[config.mk]
export PLATFORM = sky130hd
export DESIGN_NAME = sorted_priority_queue_core
export DESIGN_NICKNAME = d
export VERILOG_FILES = /design/src/rtl/core/spq_pkg.sv /design/src/rtl/core/spq_cell.sv /design/src/rtl/core/sorted_priority_queue_core.sv
export SDC_FILE = /design/constraint.sdc
export NUM_CORES = 2
export LEC_CHECK = 0
export ABC_AREA = 1
export BUFFER_PORTS_ARGS = -buffer_cell sky130_fd_sc_hd__buf_2
export CORE_ASPECT_RATIO = 1.4
export CORE_MARGIN = 1
export CORE_UTILIZATION = 30
export CTS_BUF_LIST = sky130_fd_sc_hd__clkbuf_16
export DETAILED_ROUTE_END_ITERATION = 16
export SLEW_MARGIN = 25
export SYNTH_ARGS = -nofsm -noshare
export SYNTH_HDL_FRONTEND = slang
export SYNTH_SLANG_ARGS = --single-unit
export TNS_END_PERCENT = 20
[constraint.sdc]
create_clock -name i_clk -period 9.6 [get_ports i_clk]
set_clock_uncertainty 0.05 [all_clocks]
set_input_delay 0.96 -clock i_clk [delete_from_list [all_inputs] [get_ports i_clk]]
set_output_delay 0.96 -clock i_clk [all_outputs]
set_load 0.005 [all_outputs]
[src/rtl/core/spq_pkg.sv]
// Shared types and constants for the sorted priority queue.
package spq_pkg;

    localparam int QUEUE_DEPTH    = 16;
    localparam int PRIORITY_WIDTH = 8;
    localparam int PAYLOAD_WIDTH  = 32;
    localparam int CNT_W          = $clog2(QUEUE_DEPTH + 1);

    typedef enum logic {
        OP_INSERT = 1'b0,
        OP_REMOVE = 1'b1
    } t_op;

    typedef enum logic [1:0] {
        ST_OK    = 2'd0,
        ST_EMPTY = 2'd1,
        ST_FULL  = 2'd2
    } t_status;

    typedef struct packed {
        t_op                       operation;
        logic [PRIORITY_WIDTH-1:0] priority_req;
        logic [PAYLOAD_WIDTH-1:0]  payload;
    } t_in;

    typedef struct packed {
        t_status                   status;
        logic [PAYLOAD_WIDTH-1:0]  removed_payload;
        logic [PRIORITY_WIDTH-1:0] removed_priority;
        logic [PAYLOAD_WIDTH-1:0]  head_payload;
        logic [PRIORITY_WIDTH-1:0] head_priority;
        logic [CNT_W-1:0]          occupancy;
    } t_out;

    typedef struct packed {
        logic [PRIORITY_WIDTH-1:0] pri;
        logic [PAYLOAD_WIDTH-1:0]  pay;
    } t_entry;

    // Per-beat control broadcast to every cell
    typedef struct packed {
        logic ins;
        logic rem;
    } t_cell_ctl;

endpackage

[src/rtl/core/spq_cell.sv]
// One slot of the sorted chain: holds an entry and shifts with its neighbors.
module spq_cell (
    input  logic                          i_clk,
    input  spq_pkg::t_cell_ctl            i_ctl,
    input  logic                          i_valid,
    input  spq_pkg::t_entry               i_new,
    input  spq_pkg::t_entry               i_left,
    input  logic                          i_left_goes,
    input  spq_pkg::t_entry               i_right,
    output spq_pkg::t_entry               o_entry,
    output logic                          o_goes
);

    spq_pkg::t_entry r_entry;
    spq_pkg::t_entry n_entry;

    // Move aside when empty or holding a strictly larger priority
    assign o_goes = !i_valid || (r_entry.pri > i_new.pri);

    // Pick next content: keep, take left neighbor, take new entry, or take right
    always_comb begin
        n_entry = r_entry;
        if (i_ctl.ins && o_goes) begin
            n_entry = i_left_goes ? i_left : i_new;
        end else if (i_ctl.rem) begin
            n_entry = i_right;
        end
    end

    always_ff @(posedge i_clk) begin
        r_entry <= n_entry;
    end

    assign o_entry = r_entry;

endmodule

[src/rtl/core/sorted_priority_queue_core.sv]
// Top level of the sorted priority queue: cell chain, count and result register.
//
// Bounded priority queue of spq_pkg::QUEUE_DEPTH entries kept in ascending
// priority order in a chain of cells; equal priorities leave in arrival order.
// Each input beat (insert or remove) is done as one chain update: every cell
// compares its priority with the new one in parallel and the whole chain shifts
// at once; a beat goes in each cycle o_in_ready is high, its result lands on
// the output register on the next cycle. The output register is one deep; input
// is taken whenever that register is empty or is being drained in the same cycle.
// Every result carries status, the removed entry, the head after the beat and
// the occupancy. Stored slots at or above the occupancy hold no meaning.
module sorted_priority_queue_core (
    input  logic           i_clk,
    input  logic           i_rst_n,
    input  logic           i_in_valid,
    output logic           o_in_ready,
    input  spq_pkg::t_in   i_in,
    output logic           o_out_valid,
    input  logic           i_out_ready,
    output spq_pkg::t_out  o_out
);

    localparam int DEPTH = spq_pkg::QUEUE_DEPTH;
    localparam int CW    = spq_pkg::CNT_W;

    logic [CW-1:0]      r_count;
    logic [CW-1:0]      n_count;
    logic               r_out_valid;
    spq_pkg::t_out      r_out;
    spq_pkg::t_out      n_out;

    spq_pkg::t_entry    cell_q    [DEPTH];
    logic               cell_goes [DEPTH];
    spq_pkg::t_entry    new_entry;
    spq_pkg::t_cell_ctl ctl;

    logic accept;
    logic is_full;
    logic is_empty;

    assign o_in_ready = !r_out_valid || i_out_ready;
    assign accept     = i_in_valid && o_in_ready;
    assign is_full    = (r_count == CW'(DEPTH));
    assign is_empty   = (r_count == '0);

    assign new_entry.pri = i_in.priority_req;
    assign new_entry.pay = i_in.payload;

    // Drive chain shifts only for beats that change the queue
    assign ctl.ins = accept && (i_in.operation == spq_pkg::OP_INSERT) && !is_full;
    assign ctl.rem = accept && (i_in.operation == spq_pkg::OP_REMOVE) && !is_empty;

    // Build the chain
    for (genvar k = 0; k < DEPTH; k++) begin : g_cell
        spq_pkg::t_entry left_e;
        spq_pkg::t_entry right_e;
        logic            left_g;

        if (k == 0) begin : g_first
            assign left_e = '0;
            assign left_g = 1'b0;
        end else begin : g_mid
            assign left_e = cell_q[k-1];
            assign left_g = cell_goes[k-1];
        end

        if (k == DEPTH - 1) begin : g_last
            assign right_e = '0;
        end else begin : g_inner
            assign right_e = cell_q[k+1];
        end

        spq_cell u_cell (
            .i_clk       (i_clk),
            .i_ctl       (ctl),
            .i_valid     (CW'(k) < r_count),
            .i_new       (new_entry),
            .i_left      (left_e),
            .i_left_goes (left_g),
            .i_right     (right_e),
            .o_entry     (cell_q[k]),
            .o_goes      (cell_goes[k])
        );
    end

    // Form the result and the next count
    always_comb begin
        n_count                = r_count;
        n_out                  = '0;
        n_out.status           = spq_pkg::ST_OK;
        if (i_in.operation == spq_pkg::OP_INSERT) begin
            if (is_full) begin
                n_out.status = spq_pkg::ST_FULL;
                n_out.head_payload  = cell_q[0].pay;
                n_out.head_priority = cell_q[0].pri;
            end else begin
                n_count = r_count + 1'b1;
                if (cell_goes[0]) begin
                    n_out.head_payload  = new_entry.pay;
                    n_out.head_priority = new_entry.pri;
                end else begin
                    n_out.head_payload  = cell_q[0].pay;
                    n_out.head_priority = cell_q[0].pri;
                end
            end
        end else begin
            if (is_empty) begin
                n_out.status = spq_pkg::ST_EMPTY;
            end else begin
                n_count                = r_count - 1'b1;
                n_out.removed_payload  = cell_q[0].pay;
                n_out.removed_priority = cell_q[0].pri;
                if (r_count > CW'(1)) begin
                    n_out.head_payload  = cell_q[1].pay;
                    n_out.head_priority = cell_q[1].pri;
                end
            end
        end
        n_out.occupancy = n_count;
    end

    // Hold count and output handshake state
    always_ff @(posedge i_clk) begin
        if (!i_rst_n) begin
            r_count     <= '0;
            r_out_valid <= 1'b0;
        end else begin
            if (accept) begin
                r_count     <= n_count;
                r_out_valid <= 1'b1;
            end else if (i_out_ready) begin
                r_out_valid <= 1'b0;
            end
        end
    end

    // Load result payload on each accepted beat
    always_ff @(posedge i_clk) begin
        if (accept) begin
            r_out <= n_out;
        end
    end

    assign o_out_valid = r_out_valid;
    assign o_out       = r_out;

    // Occupancy never passes the depth
    a_count_bound: assert property (@(posedge i_clk) disable iff (!i_rst_n)
        r_count <= CW'(DEPTH))
        else $error("queue count above depth");

    // Full status only with a full queue
    a_full_status: assert property (@(posedge i_clk) disable iff (!i_rst_n)
        (o_out_valid && o_out.status == spq_pkg::ST_FULL) |->
        (o_out.occupancy == CW'(DEPTH)))
        else $error("full status with room left");

    // Empty status only with an empty queue
    a_empty_status: assert property (@(posedge i_clk) disable iff (!i_rst_n)
        (o_out_valid && o_out.status == spq_pkg::ST_EMPTY) |->
        (o_out.occupancy == '0))
        else $error("empty status with entries stored");

    // Front two cells stay in order
    a_sorted_head: assert property (@(posedge i_clk) disable iff (!i_rst_n)
        (r_count > CW'(1)) |-> (cell_q[0].pri <= cell_q[1].pri))
        else $error("chain head out of order");

endmodule

**Word-level counts from Yosys, hierarchy flattened**

Cells that the tools add are included.

- Flip-flop bits (word level): 733
- Bits of input ports: 45
- Output and inout port bits: 89
- Logic and storage cells: 213

- Add/sub/neg operators: 2
- Order comparisons: 33
- Eq/ne operators: 1
- Multiplexer cells: 60
- Bitwise logic cells: 1
- Reduce and logical (&&, ||, !) cells: 76

Operator list:

| cell | number |
|---|---|
| 2-to-1 mux 40 bit | 52 |
| > comparator 8 bit | 16 |
| less-than comparator 4 x 5 -> 1 bit (first input constant) | 8 |
| nonzero test 2 bit | 17 |
| logical AND 1 bit | 21 |
| less-than comparator 3 x 5 -> 1 bit (first input constant) | 4 |
| zero test 1 bit | 19 |
| logical OR 1 bit | 17 |
| 2-to-1 mux 5 bit | 3 |
| less-than comparator 1 x 5 -> 1 bit (first input constant) | 2 |
| less-than comparator 2 x 5 -> 1 bit (first input constant) | 2 |
| adder 5 x 1 -> 5 bit (second input constant) | 1 |
| equality test 5 bit (second input constant) | 1 |
| > comparator 5 x 1 -> 1 bit (second input constant) | 1 |
| zero test 5 bit | 1 |
| subtractor 5 x 1 -> 5 bit (second input constant) | 1 |
| 2-to-1 mux 2 bit | 2 |
| 2-to-1 mux 1 bit | 3 |
| OR reduction 2 bit | 1 |
| inverter 1 bit | 1 |

**Logic depth before layout (Yosys ltp)**

- Word-level depth: 7
- Mapped depth: 17
- Depth with buffers taken out: 15

**Cells and area by module**

A second synthesis with hierarchy kept.

- Cell total of the unflattened synthesis: 4712
- Area, all modules: 44346.3 um2

By module, submodules not included:

| module | times used | cells each | area each (um2) | sequential area each (um2) |
|---|---|---|---|---|
| spq_cell | 16 | 265 | 2496.1 | 1201.2 |
| sorted_priority_queue_core | 1 | 472 | 4408.0 | 2732.6 |

**Least setup slack after synthesis**

OpenSTA, ideal clock, no wires.

- Path kind: input to register
- Start: in i_out_ready
- End: reg g_cell[0].u_cell.r_entry (netlist bit g_cell[0].u_cell.o_entry[0]) (enable)
- Setup time: 0.398 ns
- Arrival time: 4.682 ns
- Required time: 9.152 ns
- Path slack: 4.470 ns
- Cell stages on the path: 7
- Path buffers: 1
- Cells stage by stage: inv_1 > nand2_1 > nand2_1 > inv_1 > nand2_1 > buf_2 > nand2_1

- Cells in the longest elaborated chain, start to end: 6
- Elaborated cells on any way between the ends: 8
- Classes of those cells: 8 x reduce/logical

RTL lines:

| what | RTL line | text |
|---|---|---|
| start, declared | sorted_priority_queue_core.sv:19 | `input logic i_out_ready,` |
| logical OR 1 bit * | sorted_priority_queue_core.sv:41 | `assign o_in_ready = !r_out_valid \|\| i_out_ready;` |
| net o_in_ready | sorted_priority_queue_core.sv:16 | `output logic o_in_ready,` |
| logical AND 1 bit * | sorted_priority_queue_core.sv:42 | `assign accept = i_in_valid && o_in_ready;` |
| net accept | sorted_priority_queue_core.sv:37 | `logic accept;` |
| logical AND 1 bit (2 in series) | sorted_priority_queue_core.sv:50 | `assign ctl.ins = accept && (i_in.operation == spq_pkg::OP_INSERT) && !is_full;` |
| logical AND 1 bit | spq_cell.sv:23 | `if (i_ctl.ins && o_goes) begin` |
| nonzero test 2 bit (no line) * | -- |  |
| end signal, assigned | spq_cell.sv:31 | `r_entry <= n_entry;` |
| end, declared | spq_cell.sv:14 | `spq_pkg::t_entry r_entry;` |

The timed path passes the listed nets; every way through them passes the cells marked *.
A chain may end at the register's enable or synchronous reset.

==> results.md <==
* # H-tree levels at 3
* Hold path startpoint: o_out_valid
* Core footprint at ~0.14 sq mm
* Worst rel slew slack at 0.3525
* Routed Antenna Nets at 0
* TritonRoute pass-1 iters at 6
* Row Count at around 160
* CP Cell Sequence: nor2_4 > inv_4 > nor2_4 > inv_2 > o31ai_1 > inv_2 > nand2_1 > buf_4 > nand2_2 > inv_2 > nand2_1 > nand2_1
* Clock Sinks at around 730
* Least-Margin Pin Slew at 971.2 ps
* Post CTS Setup Buffer Count at 0
* R2R Path Start: r_count[4]
* Synthesized Nets at 5679
* Clk_lat worst skew at roughly 700 ps
* Top Family by Delay on Critical Path: buffers and inverters
* Root Buffer: clkbuf_16
* Yosys warns at 0
* CP Depth at 12
* Nature of the critical path startpoint: register
* Tcrit/Tclk final at 0.5149
* P_leak at 22.29 nW
* Largest family of logic cells by synthesized area: simple AND/OR/NAND/NOR gates
* Worst EP required at 9970 ps
* CP peak stage delay at roughly 740 ps
* Placer congestion estimate at 0.8813
* Iteration-0 DRC count of the detailed router at 2307
* R2R Path End: g_cell[4].u_cell.o_entry[15]
* Cell variety after synth at 31
* Critical path class: register to register
* Vias in the first global route at 34310
* Compound-Gate Fraction of Synth Area at 0.02867
* Post-CTS sizing at 0
* R2R Setup Slk at 4660 ps
* TritonCTS clock tree: yes
* Status: finished, final reports clean
* R2R cell count at 12
* Post-Route WL at 118100 microns
* Final Hold Viols at 0
* RSZ-0062 raised after global routing: no
* Syn Inst Count at 5503
* Maximum number of pins on one net before global-route repair at 104
* Most common cell after layout, fill and taps aside: nand2_1
* Clock buffer depth at 3
* Routed WL per cell at about 16 microns
* Drt via density at 4.723
* Yosys reg bits at 733
* Synth Area in Simple Gates at 0.3641
* Peak VDD IR at ~0.13 mV
* CP arrival at 5320 ps
* Worst Setup EP: g_cell[4].u_cell.o_entry[15]
* Final nets at 5604
* Worst Path Buf+Inv at 5
* CTS Hold Bufs at 0
* Share of layout cells above drive strength 1 at 0.06832
* Hold depth at 2
* Pins Over Slew Limit at 0
* Die ar. at 0.1431 sq mm
* I/O pins at 134
* Overflow after GRT at 0
* Initial antenna violation count at 9
* Clock slew at reported path FFs at 60 ps
* Filler Cells Inserted at 14820
* Pwr dens at 205.4 mW/mm^2
* CP Launch Point: r_count[4]
* Mean post-synth cell area at 7.716 sq um
* All-Layer GR Usage at 0.1634
* Setup violations, final at 0
* CTS Buf Count at 78
* Vias at 34510
* Most frequent cells in the layout: nand2_1 (3120), edfxtp_1 (727), nand3_1 (656)
* Post-synthesis mux area share at 0
* DP Worst Slack at 4190 ps
* Syn-to-layout area delta at 11.02%
* Synth Cell Area at 0.04246 sq mm
* DRC at 0
* Fmax at 0.2023 GHz
* Hold Crit Class: register to register
* Port buffer count at 133
* Die Height at approximately 450 microns
* DP HPWL at ~88000 microns
* Final WS setup at 4657 ps
* Critical path peak fanout at between 40 and 50
* Post-Synth XOR/XNOR Area at 0.0004125
* Max Cap Viol at 0
* Slowest cell on the critical path: dfxtp_1
* Post-Synth Adder-Cell Area at 0.03860
* Sequential area share after synthesis at 0.5170
* Die W at 320.0 microns
* Worst Setup End Kind: register
* Setup TNS at 0 ps
* Minimum clock period at 4943 ps
* Global-route wire length before repair at 190800 microns
* Initial Utilization at 0.3017
-- metrics by stage --
stage	instances	power, W	hold slack, ps	utilization	cell area [sq um]
after floorplan	5503	0.005975	444.4	-	42460
after global placement	7163	0.006615	447.3	0.3165	44540
after detailed placement	7163	0.006657	450.1	0.3165	44540
after CTS	7304	0.009784	458.1	0.3349	47130
after global routing	7304	0.01024	474.8	0.3350	47140
final	7306	0.009685	463.5	0.3350	47140
-- how the worst min path moves through the flow --
stage                                                to  slack [ps]
final                                       o_out_valid         460
after floorplan            g_cell[14].u_cell.o_entry[0]         440
after global routing       g_cell[14].u_cell.o_entry[2]         470
after CTS                                    r_count[4]         460
after global placement    g_cell[14].u_cell.o_entry[16]         450
after detailed placement                    o_out_valid         450
-- cells by family (layout without fill, tap and decap cells) --
logic type                 Yosys count  in the layout
adders and majority gates          131            131
other                                0              2
AOI/OAI and AO/OA                  226            226
buffers and inverters              534            520
and+or+nand+nor                   3877           3877
xor gates and xnor gates             2              2
DFF                                733            733
-- power breakdown --
group / leakage (nW) / switching, W / internal, W / total, W
Sequential: 7.02 / 0.000259 / 0.00412 / 0.00437
Combinational: 14.0 / 0.00155 / 0.000660 / 0.00221
Clock: 1.31 / 0.00135 / 0.00175 / 0.00310
Total: 22.3 / 0.00316 / 0.00653 / 0.00969
-- routing by layer --
layer	vias up	global-route usage	wire length [microns]
met1	15660	0.1988	50510
met4	12	0.05962	3454
li1	17730	-	-
met5	-	0	69
met2	916	0.2957	58670
met3	197	0.01765	5368
-- synth_stat cells, drive strengths merged --
master,count,area [sq um]
nand4,15,93.84
o31ai,1,7.510
o21bai,13,97.59
a31oi,1,6.260
o221ai,1,8.760
xor2,1,8.760
clkbuf,229,859.6
xnor2,1,8.760
buf,140,693.2
nand3,657,3293
nor2,70,287.8
edfxtp,727,21830
o21ai,98,494.2
ha,131,1639
a21oi,95,475.5
o21a,16,120.1
a21o,1,7.510
nand2,3135,11790
dfxtp,6,120.1
inv,165,621.8
-- registers in the layout, summed over array words and instances (netlist names) --
| signal | flops |
|---|---|
| o_out | 87 |
| r_count | 5 |
| o_out_valid | 1 |
| g_cell.u_cell.o_entry | 640 |
-- tightest hold or removal path: cells and delay by family (launching register included) --
family             cells  cell delay [ps]
and+or+nand+nor        1               90
AOI/OAI and AO/OA      1               70
DFF                    1              300
-- layout make-up --
type	count	area (sq um)	share of cell area
clock inverter	62	613.1	0.01300
multi-input combinational	4236	18430	0.3909
antenna	2	5.005	0.0001062
clock buffer	79	1977	0.04193
timing repair buffer	214	1274	0.02702
sequential	733	21950	0.4656
tap	1815	2271	0.04817
inverter	165	624.3	0.01324
Power figures use the tool's default switching activity.
